==> src/sv/puzzle_hash_nonce_solver_defines.svh <==
// Assertion macros for the nonce solver.
`ifndef PUZZLE_HASH_NONCE_SOLVER_DEFINES_SVH
`define PUZZLE_HASH_NONCE_SOLVER_DEFINES_SVH
`ifndef SYNTH
`define PHN_ASSERT_IMP(label, clk, rst_n, a, c) \
    label: assert property (@(posedge clk) disable iff (!rst_n) (a) |-> (c)) \
        else $error("assertion failed");
`define PHN_ASSERT_NXT(label, clk, rst_n, a, c) \
    label: assert property (@(posedge clk) disable iff (!rst_n) (a) |=> (c)) \
        else $error("assertion failed");
`else
`define PHN_ASSERT_IMP(label, clk, rst_n, a, c)
`define PHN_ASSERT_NXT(label, clk, rst_n, a, c)
`endif
`endif

==> src/sv/phns_pkg.sv <==
package phns_pkg;

    localparam logic [31:0] K_ROUND [64] = '{
        32'h428a2f98, 32'h71374491, 32'hb5c0fbcf, 32'he9b5dba5, 32'h3956c25b, 32'h59f111f1,
        32'h923f82a4, 32'hab1c5ed5, 32'hd807aa98, 32'h12835b01, 32'h243185be, 32'h550c7dc3,
        32'h72be5d74, 32'h80deb1fe, 32'h9bdc06a7, 32'hc19bf174, 32'he49b69c1, 32'hefbe4786,
        32'h0fc19dc6, 32'h240ca1cc, 32'h2de92c6f, 32'h4a7484aa, 32'h5cb0a9dc, 32'h76f988da,
        32'h983e5152, 32'ha831c66d, 32'hb00327c8, 32'hbf597fc7, 32'hc6e00bf3, 32'hd5a79147,
        32'h06ca6351, 32'h14292967, 32'h27b70a85, 32'h2e1b2138, 32'h4d2c6dfc, 32'h53380d13,
        32'h650a7354, 32'h766a0abb, 32'h81c2c92e, 32'h92722c85, 32'ha2bfe8a1, 32'ha81a664b,
        32'hc24b8b70, 32'hc76c51a3, 32'hd192e819, 32'hd6990624, 32'hf40e3585, 32'h106aa070,
        32'h19a4c116, 32'h1e376c08, 32'h2748774c, 32'h34b0bcb5, 32'h391c0cb3, 32'h4ed8aa4a,
        32'h5b9cca4f, 32'h682e6ff3, 32'h748f82ee, 32'h78a5636f, 32'h84c87814, 32'h8cc70208,
        32'h90befffa, 32'ha4506ceb, 32'hbef9a3f7, 32'hc67178f2};

    localparam logic [31:0] H_INIT [8] = '{
        32'h6a09e667, 32'hbb67ae85, 32'h3c6ef372, 32'ha54ff53a,
        32'h510e527f, 32'h9b05688c, 32'h1f83d9ab, 32'h5be0cd19};

    localparam logic [31:0] MSG_BITS = 32'd136;   // 17 bytes
    localparam logic        OP_HASH  = 1'b0;
    localparam logic        OP_SOLVE = 1'b1;

    typedef struct packed {
        logic        operation;
        logic [31:0] nonce;
        logic [31:0] puzzle;
        logic [31:0] target_addr;
        logic [31:0] target_port_num;
        logic [7:0]  kind_byte;
        logic [31:0] limit;
    } t_req;

    typedef struct packed {
        logic [31:0] value;
        logic        found;
    } t_rsp;

    // controller -> datapath
    typedef struct packed {
        logic load;       // capture request, set nonce
        logic start;      // begin hash of current nonce
        logic round;      // execute one round
        logic finish;     // add init values, fold
        logic next_nonce; // advance search nonce
        logic [5:0] rnd;
    } t_cmd;

    // datapath -> controller
    typedef struct packed {
        logic is_solve;
        logic limit_zero;
        logic hit;       // folded < limit
        logic last_nonce;
    } t_sts;

    function automatic logic [31:0] bswap(input logic [31:0] x);
        return {x[7:0], x[15:8], x[23:16], x[31:24]};
    endfunction

    function automatic logic [31:0] rotr(input logic [31:0] x, input int n);
        return (x >> n) | (x << (32 - n));
    endfunction

endpackage

==> src/sv/phns_if.sv <==
interface phns_req_if import phns_pkg::*; ();
    logic valid;
    logic ready;
    t_req payload;
    modport source (output valid, output payload, input ready);
    modport sink (input valid, input payload, output ready);
endinterface

interface phns_rsp_if import phns_pkg::*; ();
    logic valid;
    logic ready;
    t_rsp payload;
    modport source (output valid, output payload, input ready);
    modport sink (input valid, input payload, output ready);
endinterface

==> src/sv/phns_datapath.sv <==
module phns_datapath import phns_pkg::*; (
    input  logic        i_clk,
    input  t_cmd        i_cmd,
    input  t_req        i_req,
    output t_sts        o_sts,
    output logic [31:0] o_folded,
    output logic [31:0] o_nonce
);
    t_req        r_req;
    logic [31:0] r_nonce, n_nonce;
    logic [31:0] r_w [16];
    logic [31:0] r_a, r_b, r_c, r_d, r_e, r_f, r_g, r_h;
    logic [31:0] r_fold;
    logic [31:0] wt, s0w, s1w, wnew, t1, t2, bs1, bs0, ch, mj;
    logic [31:0] h0, h1, h2, h3, h4, h5, h6, h7, x0, x1, x2, x3;

    assign n_nonce = (i_cmd.load) ? ((i_req.operation == OP_SOLVE) ? 32'd1 : i_req.nonce)
                                  : r_nonce + 32'd1;

    // message schedule as a 16-word shift window
    assign wt  = r_w[0];
    assign s0w = rotr(r_w[1], 7) ^ rotr(r_w[1], 18) ^ (r_w[1] >> 3);
    assign s1w = rotr(r_w[14], 17) ^ rotr(r_w[14], 19) ^ (r_w[14] >> 10);
    assign wnew = r_w[0] + s0w + r_w[9] + s1w;

    assign bs1 = rotr(r_e, 6) ^ rotr(r_e, 11) ^ rotr(r_e, 25);
    assign ch  = (r_e & r_f) ^ (~r_e & r_g);
    assign t1  = r_h + bs1 + ch + K_ROUND[i_cmd.rnd] + wt;
    assign bs0 = rotr(r_a, 2) ^ rotr(r_a, 13) ^ rotr(r_a, 22);
    assign mj  = (r_a & r_b) ^ (r_a & r_c) ^ (r_b & r_c);
    assign t2  = bs0 + mj;

    assign h0 = H_INIT[0] + r_a;  assign h1 = H_INIT[1] + r_b;
    assign h2 = H_INIT[2] + r_c;  assign h3 = H_INIT[3] + r_d;
    assign h4 = H_INIT[4] + r_e;  assign h5 = H_INIT[5] + r_f;
    assign h6 = H_INIT[6] + r_g;  assign h7 = H_INIT[7] + r_h;
    assign x0 = h0 ^ h1;  assign x1 = h2 ^ h3;
    assign x2 = h4 ^ h5;  assign x3 = h6 ^ h7;

    always_ff @(posedge i_clk) begin
        if (i_cmd.load) begin
            r_req <= i_req;
        end
        if (i_cmd.load || i_cmd.next_nonce) begin
            r_nonce <= n_nonce;
        end
        if (i_cmd.start) begin
            r_w[0] <= bswap(r_nonce);
            r_w[1] <= bswap(r_req.puzzle);
            r_w[2] <= bswap(r_req.target_addr);
            r_w[3] <= bswap(r_req.target_port_num);
            r_w[4] <= {r_req.kind_byte, 24'h800000};
            for (int i = 5; i < 15; i++) r_w[i] <= '0;
            r_w[15] <= MSG_BITS;
            r_a <= H_INIT[0]; r_b <= H_INIT[1]; r_c <= H_INIT[2]; r_d <= H_INIT[3];
            r_e <= H_INIT[4]; r_f <= H_INIT[5]; r_g <= H_INIT[6]; r_h <= H_INIT[7];
        end else if (i_cmd.round) begin
            for (int i = 0; i < 15; i++) r_w[i] <= r_w[i + 1];
            r_w[15] <= wnew;
            r_h <= r_g; r_g <= r_f; r_f <= r_e; r_e <= r_d + t1;
            r_d <= r_c; r_c <= r_b; r_b <= r_a; r_a <= t1 + t2;
        end
        if (i_cmd.finish) begin
            r_fold <= {x0[31:24] ^ x0[23:16] ^ x0[15:8] ^ x0[7:0],
                       x1[31:24] ^ x1[23:16] ^ x1[15:8] ^ x1[7:0],
                       x2[31:24] ^ x2[23:16] ^ x2[15:8] ^ x2[7:0],
                       x3[31:24] ^ x3[23:16] ^ x3[15:8] ^ x3[7:0]};
        end
    end

    assign o_sts.is_solve   = (r_req.operation == OP_SOLVE);
    assign o_sts.limit_zero = (r_req.limit == 32'd0);
    assign o_sts.hit        = (r_fold < r_req.limit);
    assign o_sts.last_nonce = (r_nonce == 32'hffffffff);
    assign o_folded = r_fold;
    assign o_nonce  = r_nonce;
endmodule

==> src/sv/phns_ctrl.sv <==
module phns_ctrl import phns_pkg::*; (
    input  logic i_clk,
    input  logic i_rst_n,
    input  logic i_req_valid,
    output logic o_req_ready,
    input  logic i_rsp_ready,
    output logic o_rsp_valid,
    output logic o_rsp_found,
    output logic o_rsp_use_fold,
    input  t_sts i_sts,
    output t_cmd o_cmd
);
    localparam logic [2:0] S_IDLE  = 3'd0;
    localparam logic [2:0] S_START = 3'd1;
    localparam logic [2:0] S_ROUND = 3'd2;
    localparam logic [2:0] S_FIN   = 3'd3;
    localparam logic [2:0] S_CHECK = 3'd4;
    localparam logic [2:0] S_OUT   = 3'd5;

    logic [2:0] r_state, n_state;
    logic [5:0] r_rnd, n_rnd;
    logic       r_found, n_found, r_fold, n_fold;
    logic       acc;

    assign acc = i_req_valid && o_req_ready;
    assign o_req_ready = (r_state == S_IDLE);
    assign o_rsp_valid = (r_state == S_OUT);
    assign o_rsp_found = r_found;
    assign o_rsp_use_fold = r_fold;

    always_comb begin
        n_state = r_state;
        n_rnd = r_rnd;
        n_found = r_found;
        n_fold = r_fold;
        o_cmd = '0;
        o_cmd.rnd = r_rnd;
        unique case (r_state)
            S_IDLE: begin
                if (acc) begin
                    o_cmd.load = 1'b1;
                    n_state = S_START;
                end
            end
            S_START: begin
                if (i_sts.is_solve && i_sts.limit_zero) begin
                    n_found = 1'b0; n_fold = 1'b0; n_state = S_OUT;
                end else begin
                    o_cmd.start = 1'b1; n_rnd = '0; n_state = S_ROUND;
                end
            end
            S_ROUND: begin
                o_cmd.round = 1'b1;
                n_rnd = r_rnd + 6'd1;
                if (r_rnd == 6'd63) n_state = S_FIN;
            end
            S_FIN: begin
                o_cmd.finish = 1'b1;
                n_state = S_CHECK;
            end
            S_CHECK: begin
                priority if (!i_sts.is_solve) begin
                    n_found = 1'b1; n_fold = 1'b1; n_state = S_OUT;
                end else if (i_sts.hit) begin
                    n_found = 1'b1; n_fold = 1'b0; n_state = S_OUT;
                end else if (i_sts.last_nonce) begin
                    n_found = 1'b0; n_fold = 1'b0; n_state = S_OUT;
                end else begin
                    o_cmd.next_nonce = 1'b1; n_state = S_START;
                end
            end
            S_OUT: begin
                if (i_rsp_ready) n_state = S_IDLE;
            end
            default: n_state = S_IDLE;
        endcase
    end

    always_ff @(posedge i_clk) begin
        if (!i_rst_n) begin
            r_state <= S_IDLE;
            r_rnd <= '0;
            r_found <= 1'b0;
            r_fold <= 1'b0;
        end else begin
            r_state <= n_state;
            r_rnd <= n_rnd;
            r_found <= n_found;
            r_fold <= n_fold;
        end
    end
endmodule

==> src/sv/puzzle_hash_nonce_solver.sv <==
// SHA-256 proof-of-work hash and nonce search. One request in, one result out.
// A hash request runs through one setup step, 64 rounds on a single shared round
// unit, one fold step and one check step before the result is valid.
// A solve request repeats this hash loop for each nonce tried, from 1 upward,
// until a nonce wins; a zero limit answers from the setup step without hashing.
// One request is worked on at a time; the next is accepted after the result is taken.
`include "puzzle_hash_nonce_solver_defines.svh"
module puzzle_hash_nonce_solver import phns_pkg::*; (
    input  logic          i_clk,
    input  logic          i_rst_n,
    phns_req_if.sink      i_req,
    phns_rsp_if.source    o_rsp
);
    t_cmd        cmd;
    t_sts        sts;
    logic [31:0] folded, nonce;
    logic        found, use_fold;

    phns_ctrl u_ctrl (
        .i_clk          (i_clk),
        .i_rst_n        (i_rst_n),
        .i_req_valid    (i_req.valid),
        .o_req_ready    (i_req.ready),
        .i_rsp_ready    (o_rsp.ready),
        .o_rsp_valid    (o_rsp.valid),
        .o_rsp_found    (found),
        .o_rsp_use_fold (use_fold),
        .i_sts          (sts),
        .o_cmd          (cmd)
    );

    phns_datapath u_dp (
        .i_clk    (i_clk),
        .i_cmd    (cmd),
        .i_req    (i_req.payload),
        .o_sts    (sts),
        .o_folded (folded),
        .o_nonce  (nonce)
    );

    // failed search reports nonce 0
    assign o_rsp.payload.value = use_fold ? folded : (found ? nonce : 32'd0);
    assign o_rsp.payload.found = found;

    `PHN_ASSERT_IMP(a_no_accept_busy, i_clk, i_rst_n, o_rsp.valid, !i_req.ready)
    `PHN_ASSERT_NXT(a_hold_result, i_clk, i_rst_n, o_rsp.valid && !o_rsp.ready,
                    o_rsp.valid && $stable(o_rsp.payload))
    `PHN_ASSERT_IMP(a_one_cmd, i_clk, i_rst_n, 1'b1,
                    $onehot0({cmd.load, cmd.start, cmd.round, cmd.finish, cmd.next_nonce}))
endmodule

==> src/flat_wrapper.sv <==
// flat-port wrapper written by rule: the top's interface ports become plain ports
module puzzle_hash_nonce_solver_flat import phns_pkg::*;
  (i_clk, i_rst_n, i_req_valid, i_req_payload, i_req_ready, o_rsp_valid, o_rsp_payload, o_rsp_ready);
  phns_req_if i_req_i ();
  phns_rsp_if o_rsp_i ();
  input  logic i_clk;
  input  logic i_rst_n;
  input wire logic [$bits(i_req_i.valid)-1:0] i_req_valid;
  input wire logic [$bits(i_req_i.payload)-1:0] i_req_payload;
  output wire logic [$bits(i_req_i.ready)-1:0] i_req_ready;
  output wire logic [$bits(o_rsp_i.valid)-1:0] o_rsp_valid;
  output wire logic [$bits(o_rsp_i.payload)-1:0] o_rsp_payload;
  input wire logic [$bits(o_rsp_i.ready)-1:0] o_rsp_ready;
  assign i_req_i.valid = i_req_valid;
  assign i_req_i.payload = i_req_payload;
  assign i_req_ready = i_req_i.ready;
  assign o_rsp_valid = o_rsp_i.valid;
  assign o_rsp_payload = o_rsp_i.payload;
  assign o_rsp_i.ready = o_rsp_ready;
  puzzle_hash_nonce_solver u_core (.i_clk(i_clk), .i_rst_n(i_rst_n), .i_req(i_req_i), .o_rsp(o_rsp_i));
endmodule
==> config.mk <==
export PLATFORM = sky130hd
export DESIGN_NAME = puzzle_hash_nonce_solver_flat
export DESIGN_NICKNAME = d
export VERILOG_FILES = /design/src/sv/phns_pkg.sv /design/src/sv/phns_if.sv /design/src/sv/phns_datapath.sv /design/src/sv/phns_ctrl.sv /design/src/sv/puzzle_hash_nonce_solver.sv /design/src/flat_wrapper.sv
export VERILOG_INCLUDE_DIRS = /design/src /design/src/sv
export SDC_FILE = /design/constraint.sdc
export NUM_CORES = 2
export LEC_CHECK = 0
export BUFFER_PORTS_ARGS = -buffer_cell sky130_fd_sc_hd__buf_4
export CAP_MARGIN = 20
export CORE_ASPECT_RATIO = 1.4
export CORE_UTILIZATION = 55
export CTS_CLUSTER_SIZE = 14
export DETAILED_ROUTE_END_ITERATION = 12
export GPL_ROUTABILITY_DRIVEN = 0
export PLACE_DENSITY_LB_ADDON = 0.12
export RECOVER_POWER = 50
export SYNTH_ARGS = -nofsm -noshare
export SYNTH_HDL_FRONTEND = slang
export SYNTH_SLANG_ARGS = --single-unit
==> constraint.sdc <==
create_clock -name i_clk -period 22.7 [get_ports i_clk]
set_input_delay 6.81 -clock i_clk [delete_from_list [all_inputs] [get_ports i_clk]]
set_output_delay 6.81 -clock i_clk [all_outputs]
set_load 0.02 [all_outputs]
==> flow_summary.toml <==
[run_status]
outcome = "finished, violations left"
violations = "max-capacitance violations, max-slew violations"

[place]
dpl.hpwl_um = 138000
placedInstanceArea_um2 = 61300
pre_cts_slack_ns = 13.20
io_buffers = 207

[cts]
insertion_delay_ns = 0.73
clock-sinks = 980
ctsHtreeMaxLevel = 3
clk_pin_slew_ns = 0.06
cts-root-buf = "clkbuf_16"
cts_tree = "built"
cts_resized = 0
hold_buffers = 0
clock_path_buffers = 3
post_cts.repair.setup_buffers = 0
numCtsBuffers = 98

[critical_path]
path_cells = "nor3b_1 > clkbuf_1 > nor2_1 > clkbuf_1 > clkinvlp_2 > clkbuf_1"
cp.required_ns = 22.72
criticalPathCategory = "flip-flop to flip-flop"
end_kind = "flip-flop"
crit_top_cell = "clkbuf_1"
start_kind = "flip-flop"
critPathMaxFanout = 183
crit_arrival_ns = 14.47
cpPeakStageDelay_ns = 6.92
reg2reg_depth = 6
slowest_stage = "clkbuf_1"

[global_routing]
track_usage_pct = 35.1
antenna_found_initial = 4
grt_pass1_wl_um = 277000
grt_max_degree = 240
grt-ovfl-total = 0
grt_pass1_vias = 42700

[cells_and_area]
layout_commonest_cell = "nand2_1"
fillers = 8789
layout.nets = 6459
drive_gt1_share_pct = 7.93
syn2layout_area_growth_pct = 9.65
fin_area_um2 = 64400
layout.cells.most_common_list = "nand2_1, edfxtp_1, xnor2_1"

[detailed_routing]
via_count = 44200
wl_per_cell_um = 25.9
viasPerCell = 6.00
firstDrtPassIters = 10
drtIter0Drc = 4735
ant_nets = 0
drc = 0
wl_um = 190000

[sta]
skew_ns = 0.0476
finalHoldViolations = 0
slew_headroom_pct = -545
fin_crit_ns = 14.45
clock.fmax_mhz = 69.2
worst_hold_slack_ns = 0.506
maxSlewViolCount = 1217
grt_setup_unrepaired = "no"
setup_slack_ns = 8.25
tightest_slew_ns = 9.67
setup_viol = 0
timing.setup.tns_ns = 0
min_period_over_period_pct = 63.7

[logic_synthesis]
syn_inst = 5880
ys_seq_elements = 980
syn_avg_cell_area_um2 = 10.0
synth_area_um2 = 58800
yosys_warnings = 0
synthFlopType = "edfxtp_1"
synth_edf_count = 713
netlist_top_cells_area = "edfxtp_1, xnor2_1, dfxtp_1"
syn-num-nets = 6423
async_flop_share_pct = 0
yosysTopAreaCell = "edfxtp_1"
synth_top_area_share_pct = 36.4
seq_area_frac_synth_pct = 45.5
synth_cell_type_count = 84

[floorplanning]
ioPinCount = 208
die_area_um2 = 108000
fp.dieH_um = 389
core_area_um2 = 106000
start_util_pct = 55.6
die_x_um = 278
fp-row-count = 141

[worst_hold_path]
worst_hold_path.num_cells = 1
hold_class = "flip-flop to flip-flop"

[flow_run]
cap_viol_max_count = 13
critical path, delay by kind of cell (launching register included):
| kind | cells | cell delay [ns] |
|---|---|---|
| buffers and inverters | 4 | 12.44 |
| flip-flops | 1 | 0.62 |
| AND/OR/NAND/NOR | 2 | 0.35 |
final cells by class:
cell class	instances	area, um2	area share [%]
diodes	7	17.5	0.0272
clock buffers	128	2670	4.14
clock inverters	57	532	0.825
inverters	249	941	1.46
multi-input cells	4310	29800	46.2
flip-flops and latches	980	26800	41.5
well taps	1358	1700	2.64
repair buffers	277	2050	3.18
through the flow:
stage	cells	util, %
after detailed placement	7170	58.0
after global routing	7364	61.0
after floorplan	5880	-
after CTS	7355	61.0
final	7366	61.0
after global placement	7170	58.0
path summary, 6_finish.rpt:
check | slack, ns | end | start
hold / removal | 0.51 | u_core.u_dp.r_w[1][76] | u_core.u_dp.r_w[1][108]
hold reg to reg | 0.51 | u_core.u_dp.r_w[1][76] | u_core.u_dp.r_w[1][108]
setup reg to reg | 8.25 | u_core.u_dp.r_w[0][189] | u_core.u_ctrl.r_state[1]
setup / recovery | 8.25 | u_core.u_dp.r_w[0][189] | u_core.u_ctrl.r_state[1]
per-layer routing:
layer  GRT usage (%)  up-vias  part of all wire (%)
li1                -    20100                     -
met5               0        -                     0
met2            58.6     2151                    48
met4            32.5        0                    11
met1            37.5    21100                    33
met3            6.89      787                   7.4
synth_stat cells (all sizes together) (40+ instances only):
cell type	instances
nand2	788
edfxtp	713
xnor2	698
nor2	423
and2	354
o21ai	345
a21oi	314
clkbuf	308
dfxtp	267
inv	245
fa	187
ha	183
xor2	127
nand3	104
nor3	72
a21o	69
a31oi	62
nor2b	43
nand3b	40
state kept, by name, summed over array words and instances (netlist names):
| signal | flops |
|---|---|
| u_core.u_dp.r_w | 512 |
| u_core.u_dp.r_req | 136 |
| u_core.u_dp.o_folded | 32 |
| u_core.u_dp.o_nonce | 32 |
| u_core.u_dp.r_a | 32 |
| u_core.u_dp.r_b | 32 |
| u_core.u_dp.r_c | 32 |
| u_core.u_dp.r_d | 32 |
| u_core.u_dp.r_e | 32 |
| u_core.u_dp.r_f | 32 |
| u_core.u_dp.r_g | 32 |
| u_core.u_dp.r_h | 32 |
| u_core.u_ctrl.r_rnd | 6 |
| u_core.u_ctrl.r_state | 3 |
| u_core.u_ctrl.o_rsp_found | 1 |
| u_core.u_ctrl.o_rsp_use_fold | 1 |
| u_core.u_dp.o_sts | 1 |
logic make-up (layout without fill, tap and decap cells):
logic type,after synthesis,after routing,share of synthesized area [%]
AND/OR/NAND/NOR,1999,1999,16.0
AO/OA/AOI/OAI,1044,1044,10.7
adder cells (fa/ha/maj),392,392,10.6
other,0,7,0
multiplexers,48,48,0.969
XOR/XNOR,827,827,12.4
buffers and inverters,590,711,3.80
flip-flops,980,980,45.5
Power is not shown: default switching activity piles up to over one toggle a cycle in this logic, so the estimate is an artifact.
